File: config.mk
export PLATFORM = sky130hd
export DESIGN_NAME = utf8_to_utf16_transcoder_core
export DESIGN_NICKNAME = d
export VERILOG_FILES = /design/src/rtl/core/u8u16_pkg.sv /design/src/rtl/core/u8u16_front.sv /design/src/rtl/core/u8u16_queue.sv /design/src/rtl/core/u8u16_back.sv /design/src/rtl/core/utf8_to_utf16_transcoder_core.sv
export SDC_FILE = /design/constraint.sdc
export NUM_CORES = 1
export LEC_CHECK = 0
export BUFFER_PORTS_ARGS = -buffer_cell sky130_fd_sc_hd__buf_4
export CORE_ASPECT_RATIO = 1.5
export CORE_MARGIN = 5
export CORE_UTILIZATION = 50
export DETAILED_ROUTE_END_ITERATION = 6
export PLACE_DENSITY = 0.69
export SETUP_SLACK_MARGIN = 0.15
export SYNTH_ARGS = -nofsm -noshare
export SYNTH_HDL_FRONTEND = slang
export SYNTH_HIERARCHICAL = 1
export SYNTH_SLANG_ARGS = --single-unit
File: constraint.sdc
create_clock -name clock -period 4.6 [get_ports clock]
set_input_delay 1.38 -clock clock [delete_from_list [all_inputs] [get_ports clock]]
set_output_delay 1.38 -clock clock [all_outputs]
set_load 0.01 [all_outputs]
File: src/rtl/core/u8u16_pkg.sv
// Shared types and constants for the UTF-8 to UTF-16 transcoder core.
// Holds the request, response and internal job types. No dependencies.
package u8u16_pkg;

   typedef struct packed {
      logic [7:0] data_byte;
      logic       final_byte;
   } req_type;

   typedef struct packed {
      logic [15:0] code_unit;
      logic        run_end;
      logic        string_end;
   } rsp_type;

   // One decoded input byte: a run of replacement units followed by up to two
   // real code units.
   typedef struct packed {
      logic [2:0]  repl_cnt;
      logic [1:0]  tail_cnt;
      logic [15:0] tail_hi;
      logic [15:0] tail_lo;
      logic        fin;
   } job_type;

   localparam logic [2:0]  LEN_BAD   = 3'd0;
   localparam logic [2:0]  LEN_ONE   = 3'd1;
   localparam logic [2:0]  LEN_TWO   = 3'd2;
   localparam logic [2:0]  LEN_THREE = 3'd3;
   localparam logic [2:0]  LEN_FOUR  = 3'd4;

   localparam logic [15:0] REPL_UNIT     = 16'hFFFD;
   localparam logic [15:0] HI_SURR_BASE  = 16'hD800;
   localparam logic [15:0] LO_SURR_BASE  = 16'hDC00;
   localparam logic [20:0] PLANE1_BASE   = 21'h10000;
   localparam logic [20:0] CP_MAX        = 21'h10FFFF;
   localparam logic [20:0] BMP_MAX       = 21'h00FFFF;
   localparam logic [20:0] MIN_TWO       = 21'h000080;
   localparam logic [20:0] MIN_THREE     = 21'h000800;
   localparam logic [20:0] SURR_LOW      = 21'h00D800;
   localparam logic [20:0] SURR_HIGH     = 21'h00DFFF;

   function automatic logic [2:0] seq_len(input logic [7:0] lead);
      logic [2:0] len;
      len = LEN_BAD;
      if (lead[7] == 1'b0) begin
         len = LEN_ONE;
      end else if (lead[7:5] == 3'b110) begin
         len = LEN_TWO;
      end else if (lead[7:4] == 4'b1110) begin
         len = LEN_THREE;
      end else if (lead[7:3] == 5'b11110) begin
         len = LEN_FOUR;
      end
      return len;
   endfunction

endpackage

File: src/rtl/core/u8u16_front.sv
// Front end: accepts bytes, keeps the pending sequence and classifies each
// byte into at most one job. Depends on u8u16_pkg.
module u8u16_front (
   input  logic               clock,
   input  logic               reset,
   input  logic               req_valid,
   output logic               req_ready,
   input  u8u16_pkg::req_type req_data,
   output logic               push_valid,
   output u8u16_pkg::job_type push_job,
   input  logic               queue_full
);
   import u8u16_pkg::*;

   logic [1:0]  count_ff, count_in;
   logic [7:0]  pend_ff [3];
   logic [7:0]  pend_in [3];
   logic        accept;
   logic [7:0]  b;
   logic        fin;
   logic        is_cont;
   logic [2:0]  need_b, need_l;
   logic [2:0]  p_plus;
   logic [2:0]  solo_repl;
   logic [1:0]  solo_tail;
   logic        solo_pend;
   logic [20:0] cp;
   logic [20:0] v;
   logic        cp_bad;
   job_type     job;

   assign b         = req_data.data_byte;
   assign fin       = req_data.final_byte;
   assign is_cont   = (b[7:6] == 2'b10);
   assign need_b    = seq_len(b);
   assign need_l    = seq_len(pend_ff[0]);
   assign p_plus    = {1'b0, count_ff} + 3'd1;
   assign req_ready = !queue_full;
   assign accept    = req_valid && req_ready;

   always_comb begin
      solo_repl = 3'd0;
      solo_tail = 2'd0;
      solo_pend = 1'b0;
      unique case (need_b)
         LEN_ONE: solo_tail = 2'd1;
         LEN_BAD: solo_repl = 3'd1;
         default: begin
            if (fin) begin
               solo_repl = 3'd1;
            end else begin
               solo_pend = 1'b1;
            end
         end
      endcase
   end

   always_comb begin
      cp     = '0;
      cp_bad = 1'b0;
      unique case (need_l)
         LEN_TWO: begin
            cp     = {10'd0, pend_ff[0][4:0], b[5:0]};
            cp_bad = cp < MIN_TWO;
         end
         LEN_THREE: begin
            cp     = {5'd0, pend_ff[0][3:0], pend_ff[1][5:0], b[5:0]};
            cp_bad = (cp < MIN_THREE) || ((cp >= SURR_LOW) && (cp <= SURR_HIGH));
         end
         default: begin
            cp     = {pend_ff[0][2:0], pend_ff[1][5:0], pend_ff[2][5:0], b[5:0]};
            cp_bad = (cp < PLANE1_BASE) || (cp > CP_MAX);
         end
      endcase
      v = cp - PLANE1_BASE;
   end

   always_comb begin
      job          = '0;
      job.fin      = fin;
      job.tail_hi  = {8'd0, b};
      count_in     = count_ff;
      pend_in[0]   = pend_ff[0];
      pend_in[1]   = pend_ff[1];
      pend_in[2]   = pend_ff[2];
      if (count_ff == 2'd0) begin
         job.repl_cnt = solo_repl;
         job.tail_cnt = solo_tail;
         if (solo_pend) begin
            count_in   = 2'd1;
            pend_in[0] = b;
         end
      end else if (!is_cont) begin
         job.repl_cnt = {1'b0, count_ff} + solo_repl;
         job.tail_cnt = solo_tail;
         count_in     = {1'b0, solo_pend};
         if (solo_pend) begin
            pend_in[0] = b;
         end
      end else if (p_plus < need_l) begin
         if (fin) begin
            job.repl_cnt = p_plus;
            count_in     = 2'd0;
         end else begin
            pend_in[count_ff] = b;
            count_in          = p_plus[1:0];
         end
      end else begin
         count_in = 2'd0;
         if (cp_bad) begin
            job.repl_cnt = need_l;
         end else if (cp <= BMP_MAX) begin
            job.tail_cnt = 2'd1;
            job.tail_hi  = cp[15:0];
         end else begin
            job.tail_cnt = 2'd2;
            job.tail_hi  = HI_SURR_BASE | {6'd0, v[19:10]};
            job.tail_lo  = LO_SURR_BASE | {6'd0, v[9:0]};
         end
      end
   end

   assign push_job   = job;
   assign push_valid = accept && ((job.repl_cnt != 3'd0) || (job.tail_cnt != 2'd0));

   always_ff @(posedge clock) begin
      if (reset) begin
         count_ff <= 2'd0;
      end else if (accept) begin
         count_ff <= count_in;
      end
   end

   always_ff @(posedge clock) begin
      if (accept) begin
         pend_ff[0] <= pend_in[0];
         pend_ff[1] <= pend_in[1];
         pend_ff[2] <= pend_in[2];
      end
   end

endmodule

File: src/rtl/core/u8u16_queue.sv
// Job queue between the front and back ends, a small circular buffer.
// Depends on u8u16_pkg.
module u8u16_queue #(
   parameter int DEPTH = 4
) (
   input  logic               clock,
   input  logic               reset,
   input  logic               push,
   input  u8u16_pkg::job_type push_job,
   output logic               full,
   input  logic               pop,
   output logic               not_empty,
   output u8u16_pkg::job_type head_job
);
   import u8u16_pkg::*;

   localparam int PW = (DEPTH > 1) ? $clog2(DEPTH) : 1;
   localparam int CW = $clog2(DEPTH + 1);
   localparam logic [PW-1:0] LAST_PTR = PW'(DEPTH - 1);
   localparam logic [CW-1:0] FULL_CNT = CW'(DEPTH);

   job_type       mem [DEPTH];
   logic [PW-1:0] wr_ptr_ff, wr_ptr_in;
   logic [PW-1:0] rd_ptr_ff, rd_ptr_in;
   logic [CW-1:0] cnt_ff, cnt_in;

   assign full      = (cnt_ff == FULL_CNT);
   assign not_empty = (cnt_ff != '0);
   assign head_job  = mem[rd_ptr_ff];

   always_comb begin
      wr_ptr_in = wr_ptr_ff;
      rd_ptr_in = rd_ptr_ff;
      cnt_in    = cnt_ff;
      if (push) begin
         wr_ptr_in = (wr_ptr_ff == LAST_PTR) ? '0 : wr_ptr_ff + 1'b1;
      end
      if (pop) begin
         rd_ptr_in = (rd_ptr_ff == LAST_PTR) ? '0 : rd_ptr_ff + 1'b1;
      end
      if (push && !pop) begin
         cnt_in = cnt_ff + 1'b1;
      end else if (pop && !push) begin
         cnt_in = cnt_ff - 1'b1;
      end
   end

   always_ff @(posedge clock) begin
      if (reset) begin
         wr_ptr_ff <= '0;
         rd_ptr_ff <= '0;
         cnt_ff    <= '0;
      end else begin
         wr_ptr_ff <= wr_ptr_in;
         rd_ptr_ff <= rd_ptr_in;
         cnt_ff    <= cnt_in;
      end
   end

   always_ff @(posedge clock) begin
      if (push) begin
         mem[wr_ptr_ff] <= push_job;
      end
   end

endmodule

File: src/rtl/core/u8u16_back.sv
// Back end: takes jobs from the queue and sends their code units one per
// transaction, flagging the last unit of each byte and string. Depends on u8u16_pkg.
module u8u16_back (
   input  logic               clock,
   input  logic               reset,
   input  logic               job_valid,
   input  u8u16_pkg::job_type job_head,
   output logic               job_pop,
   output logic               rsp_valid,
   input  logic               rsp_ready,
   output u8u16_pkg::rsp_type rsp_data
);
   import u8u16_pkg::*;

   logic       busy_ff, busy_in;
   logic [2:0] pos_ff, pos_in;
   job_type    job_ff;
   logic [2:0] total;
   logic       last;
   logic       rsp_acc;
   logic       load;

   assign total     = job_ff.repl_cnt + {1'b0, job_ff.tail_cnt};
   assign last      = (pos_ff == total - 3'd1);
   assign rsp_valid = busy_ff;
   assign rsp_acc   = busy_ff && rsp_ready;
   assign load      = job_valid && (!busy_ff || (rsp_acc && last));
   assign job_pop   = load;

   always_comb begin
      if (pos_ff < job_ff.repl_cnt) begin
         rsp_data.code_unit = REPL_UNIT;
      end else if (pos_ff == job_ff.repl_cnt) begin
         rsp_data.code_unit = job_ff.tail_hi;
      end else begin
         rsp_data.code_unit = job_ff.tail_lo;
      end
      rsp_data.run_end    = last;
      rsp_data.string_end = last && job_ff.fin;
   end

   always_comb begin
      busy_in = busy_ff;
      pos_in  = pos_ff;
      if (load) begin
         busy_in = 1'b1;
         pos_in  = 3'd0;
      end else if (rsp_acc) begin
         if (last) begin
            busy_in = 1'b0;
         end else begin
            pos_in = pos_ff + 3'd1;
         end
      end
   end

   always_ff @(posedge clock) begin
      if (reset) begin
         busy_ff <= 1'b0;
         pos_ff  <= 3'd0;
      end else begin
         busy_ff <= busy_in;
         pos_ff  <= pos_in;
      end
   end

   always_ff @(posedge clock) begin
      if (load) begin
         job_ff <= job_head;
      end
   end

endmodule

File: src/rtl/core/utf8_to_utf16_transcoder_core.sv
// Top level of the UTF-8 to UTF-16 transcoder core.
// Depends on u8u16_pkg, u8u16_front, u8u16_queue and u8u16_back.
//
// One UTF-8 byte is taken per req transaction and zero to four UTF-16 code
// units leave as rsp transactions. Invalid input yields one U+FFFD for each
// byte of the broken sequence, and a byte that breaks off a pending sequence
// is decoded on its own. The front end takes one byte per cycle as long as the
// job queue of QUEUE_DEPTH entries has room; the back end sends one code unit
// per cycle while rsp_ready is high; input stalls only once the queue fills.
// Each job goes through the queue and then the back end's job register.
module utf8_to_utf16_transcoder_core #(
   parameter int QUEUE_DEPTH = 4
) (
   input  logic               clock,
   input  logic               reset,
   input  logic               req_valid,
   output logic               req_ready,
   input  u8u16_pkg::req_type req_data,
   output logic               rsp_valid,
   input  logic               rsp_ready,
   output u8u16_pkg::rsp_type rsp_data
);
   import u8u16_pkg::*;

   logic    push_valid;
   job_type push_job;
   logic    queue_full;
   logic    job_pop;
   logic    job_valid;
   job_type job_head;

   u8u16_front u_front (
      .clock      (clock),
      .reset      (reset),
      .req_valid  (req_valid),
      .req_ready  (req_ready),
      .req_data   (req_data),
      .push_valid (push_valid),
      .push_job   (push_job),
      .queue_full (queue_full)
   );

   u8u16_queue #(
      .DEPTH (QUEUE_DEPTH)
   ) u_queue (
      .clock     (clock),
      .reset     (reset),
      .push      (push_valid),
      .push_job  (push_job),
      .full      (queue_full),
      .pop       (job_pop),
      .not_empty (job_valid),
      .head_job  (job_head)
   );

   u8u16_back u_back (
      .clock     (clock),
      .reset     (reset),
      .job_valid (job_valid),
      .job_head  (job_head),
      .job_pop   (job_pop),
      .rsp_valid (rsp_valid),
      .rsp_ready (rsp_ready),
      .rsp_data  (rsp_data)
   );

endmodule
==> impl_table.tex <==
\begin{tabular}{lr}
\hline
Metric & Value \\
\hline
\multicolumn{2}{l}{\textbf{Cells and area}} \\
\quad P\&R area growth vs syn & 10.7\% \\
\quad Fraction of final layout cells with drive strength greater than 1 & 20.8\% \\
\quad Number of nets in the layout & 711 \\
\quad Most common cell after layout, fill and taps aside & sky130\_fd\_sc\_hd\_\_edfxtp\_1 \\
\quad Design Area, Final & 11,100 µm² \\
\quad Post-Route Utilization & 56.2\% \\
\quad Filler cell count in the final layout & 1,552 \\
\quad Antenna diodes & 0 \\
\quad Commonest cells after routing, fill and taps aside & sky130\_fd\_sc\_hd\_\_edfxtp\_1, sky130\_fd\_sc\_hd\_\_buf\_4, sky130\_fd\_sc\_hd\_\_nand2\_1, sky130\_fd\_sc\_hd\_\_nor2\_1, sky130\_fd\_sc\_hd\_\_mux4\_2 \\
\multicolumn{2}{l}{\textbf{Pwr}} \\
\quad Total Power & 6180 µW \\
\quad Cell Pwr Density & 559 nW/µm² \\
\quad P\_leak & 0.00365 µW \\
\quad Highest ir drop seen on vdd & 0.353 mV \\
\multicolumn{2}{l}{\textbf{GRT}} \\
\quad Global-route congestion overflow total & 0 \\
\quad Number of antenna violations at the first check in global routing & 0 \\
\quad Via count of the first global-routing pass & 5,687 \\
\quad Total Routing Usage GR & 17.8\% \\
\quad Wire length of the first global-routing pass & 32.0 mm \\
\quad Largest net degree at the start of global routing & 41 \\
\multicolumn{2}{l}{\textbf{Clocking}} \\
\quad Maximum clock insertion buffer count & 3 \\
\quad CTS tree & built \\
\quad Post-CTS clock slew at the launch and capture registers of the worst setup and hold paths & 0.06 ns \\
\quad CTS Hold Buffers Added & 0 \\
\quad Number of buffers created by CTS & 21 \\
\quad CTS resizes & 0 \\
\quad Number of post-CTS setup repair buffers & 0 \\
\quad Clk sink count & 225 \\
\quad Clock latency on the worst-skew pair & 0.49 ns \\
\quad Clock tree root buffer cell & sky130\_fd\_sc\_hd\_\_clkbuf\_16 \\
\quad CTS H-tree depth & 1 \\
\multicolumn{2}{l}{\textbf{Logic synthesis}} \\
\quad Number of instances in the synthesized netlist & 642 \\
\quad Proportion of register bits with asynchronous set or reset after synthesis & 0\% \\
\quad Syn\_nets & 679 \\
\quad Most used flip-flop cell after synthesis & sky130\_fd\_sc\_hd\_\_edfxtp\_1 \\
\quad Count of warnings emitted by yosys & 6 \\
\quad Sequential area share after synthesis & 66.1\% \\
\quad Average footprint of a synthesized cell & 15.6 µm² \\
\quad Synth cell types & 72 \\
\quad Synthesis-stage register bit count & 225 \\
\quad EDFF count, synth & 210 \\
\quad Cell area after technology mapping & 9990 µm² \\
\multicolumn{2}{l}{\textbf{Setup path}} \\
\quad Req. time, crit path & 5.02 ns \\
\quad Critical Path Start & u\_front/pend\_ff[0][4] \\
\quad Register-to-Register Path Depth & 15 \\
\quad Type of destination of the critical path & flip-flop \\
\quad Classification of the worst setup path & flip-flop to flip-flop \\
\quad Arrival time at the worst endpoint & 4.46 ns \\
\quad Largest fanout on the critical path & 11 \\
\quad Crit start category & flip-flop \\
\quad Worst reg2reg endpoint & u\_queue/cnt\_ff[2] \\
\quad Startpoint of the worst-slack reg-to-reg timing path & u\_front/pend\_ff[0][4] \\
\quad Setup slack, reg-to-reg & 0.56 ns \\
\quad Endpoint of the worst setup timing path & u\_queue/cnt\_ff[2] \\
\multicolumn{2}{l}{\textbf{STA}} \\
\quad Headroom to the max-slew limit & 36.1\% \\
\quad Min Tclk post-route & 4.04 ns \\
\quad Final clock period utilization by the worst path & 87.9\% \\
\quad Total Neg Setup Slack & 0 ns \\
\quad Worst clock skew & 0.0103 ns \\
\quad Highest attainable clock frequency & 0.247 GHz \\
\quad Worst Max-Slew Pin Slew & 0.957 ns \\
\quad Fin. max-slew vios & 0 \\
\quad RSZ-0062 raised after global routing & false \\
\quad Number of endpoints failing setup at the final stage & 0 \\
\quad Count of final hold-check violations & 0 \\
\multicolumn{2}{l}{\textbf{Min path}} \\
\quad Worst min path class & flip-flop to flip-flop \\
\quad Hold Crit Depth & 2 \\
\multicolumn{2}{l}{\textbf{Die}} \\
\quad Die H & 183 µm \\
\quad Initial core utilization & 50.7\% \\
\quad Number of standard-cell rows in the floorplan & 63 \\
\quad Floorplan die width & 125 µm \\
\quad Number of ports placed on the die boundary & 33 \\
\quad Die area & 23,000 µm² \\
\quad CORE AREA & 19,700 µm² \\
\multicolumn{2}{l}{\textbf{Route}} \\
\quad Number of detailed-routing iterations run before antenna repair & 5 \\
\quad Routed len/inst & 21.3 µm \\
\quad Vias per cell & 5.74 \\
\quad Number of vias after detailed routing & 5,448 \\
\quad Met1 Wirelength & 7.43 mm \\
\quad WL met2 & 11.3 mm \\
\quad Number of design-rule violations left by the first detailed-router iteration & 335 \\
\quad Top Layer Used & met4 \\
\quad Total length of routed met3 wires & 993 µm \\
\quad Post-detailed-routing wire length & 20.2 mm \\
\quad Final antenna-violating net count & 0 \\
\quad Total DRC errors in the routed layout & 0 \\
\multicolumn{2}{l}{\textbf{Flow run}} \\
\quad Max-cap violation count & 0 \\
\multicolumn{2}{l}{\textbf{Run status}} \\
\quad Outcome & complete, no violations \\
\multicolumn{2}{l}{\textbf{Placement}} \\
\quad Post-detailed-placement cell area & 10,400 µm² \\
\quad Half-perimeter wire length after placement & 13.6 mm \\
\quad Buffers added on ports & 32 \\
\quad Weighted congestion reported at the end of routability-driven placement & 0.906 \\
\hline
\end{tabular}
[flip-flops by register name (all words and copies together), names as in the netlist, named ones only]
register and count:
u_queue/rd_ptr_ff 2, u_back/pos_ff 3, u_front/count_ff 2, u_back/rsp_valid 1, u_queue/wr_ptr_ff 2, u_front/pend_ff 20, u_queue/cnt_ff 3, u_back/job_ff 38
u_queue/mem 152
[cell type report]
type                       count  area (µm²)  share of cell area, %
clock buffer                  22         529                   4.78
clock inverter                16         130                   1.18
inverter                      24        95.1                  0.859
multi-input combinational    355        3030                   27.3
sequential                   225        6610                   59.7
tap                          260         325                   2.94
timing repair buffer          47         353                   3.19
[power breakdown]
group	switching, µW	internal, µW	total (µW)
registers	219	2680	2890
clock network	692	949	1640
logic	923	725	1650
total	1830	4350	6180
[routing by layer]
layer	up-vias	global-route usage, %
met4	0	5.82
met1	2730	20.4
met3	37	2.36
met5	-	0
met2	150	34.1
li1	2531	-
[cell usage after synthesis, drive strengths merged, types with 5 or more instances]
| cell | number | area share (%) |
|---|---|---|
| edfxtp | 210 | 63 |
| nand2 | 47 | 1.8 |
| nor2 | 41 | 1.6 |
| mux4 | 38 | 8.6 |
| buf | 28 | 2.4 |
| inv | 24 | 0.95 |
| ha | 23 | 2.9 |
| nand3 | 22 | 1.1 |
| a21oi | 21 | 1.1 |
| dfxtp | 15 | 3.0 |
| o21ai | 15 | 0.79 |
| and2 | 13 | 0.83 |
| mux2i | 13 | 1.3 |
| clkbuf | 10 | 0.38 |
| nor3 | 10 | 0.55 |
| nor2b | 8 | 0.50 |
| and3 | 7 | 0.45 |
| xor2 | 7 | 0.76 |
| a211oi | 6 | 0.45 |
| nor3b | 6 | 0.45 |
| a31oi | 5 | 0.46 |
| mux2 | 5 | 0.68 |
| nand2b | 5 | 0.31 |
[stage by stage]
| stage | hold WS, ns | setup WS (ns) | std cells |
|---|---|---|---|
| after floorplan | 0.455 | 0.428 | 642 |
| after global placement | 0.472 | 0.384 | 911 |
| after detailed placement | 0.514 | 0.279 | 911 |
| after CTS | 0.515 | 0.536 | 949 |
| after global routing | 0.559 | 0.282 | 949 |
| final | 0.508 | 0.557 | 949 |
[cells by family (layout without fill, tap and decap cells)]
group / after synthesis / after routing / synth area share, %
AOI/OAI and AO/OA: 87 / 87 / 6.24
xor gates and xnor gates: 10 / 10 / 1.10
adders and majority gates: 24 / 24 / 3.08
buffers and inverters: 62 / 109 / 3.73
DFF: 225 / 225 / 66.1
muxes: 56 / 56 / 10.5
other: 1 / 1 / 0.0375
and+or+nand+nor: 177 / 177 / 9.17
[how the worst min path moves through the flow]
stage / from / to / slack, ns
finish: u_queue/cnt_ff[2] / u_queue/cnt_ff[2] / 0.51
global route: u_queue/cnt_ff[2] / u_queue/cnt_ff[2] / 0.56
CTS: u_queue/cnt_ff[2] / u_queue/cnt_ff[2] / 0.52
detailed placement: u_queue/cnt_ff[2] / u_queue/cnt_ff[2] / 0.51
global placement: u_queue/cnt_ff[2] / u_queue/cnt_ff[2] / 0.47
floorplan: u_queue/cnt_ff[2] / u_queue/cnt_ff[2] / 0.46
[worst max-delay path, cell delays in order (launching register included)]
cell and delay, ns:
sky130_fd_sc_hd__edfxtp_1 0.54, sky130_fd_sc_hd__and2_2 0.33, sky130_fd_sc_hd__nor2_4 0.20, sky130_fd_sc_hd__inv_1 0.21
sky130_fd_sc_hd__ha_1 0.36, sky130_fd_sc_hd__a31o_2 0.18, sky130_fd_sc_hd__a21o_1 0.23, sky130_fd_sc_hd__a32oi_1 0.09
sky130_fd_sc_hd__a211oi_1 0.34, sky130_fd_sc_hd__o41a_1 0.25, sky130_fd_sc_hd__ha_1 0.20, sky130_fd_sc_hd__inv_1 0.06
sky130_fd_sc_hd__fa_1 0.37, sky130_fd_sc_hd__xor2_1 0.15, sky130_fd_sc_hd__or3_1 0.30, sky130_fd_sc_hd__a21oi_1 0.15
Power figures use the tool's default switching activity.
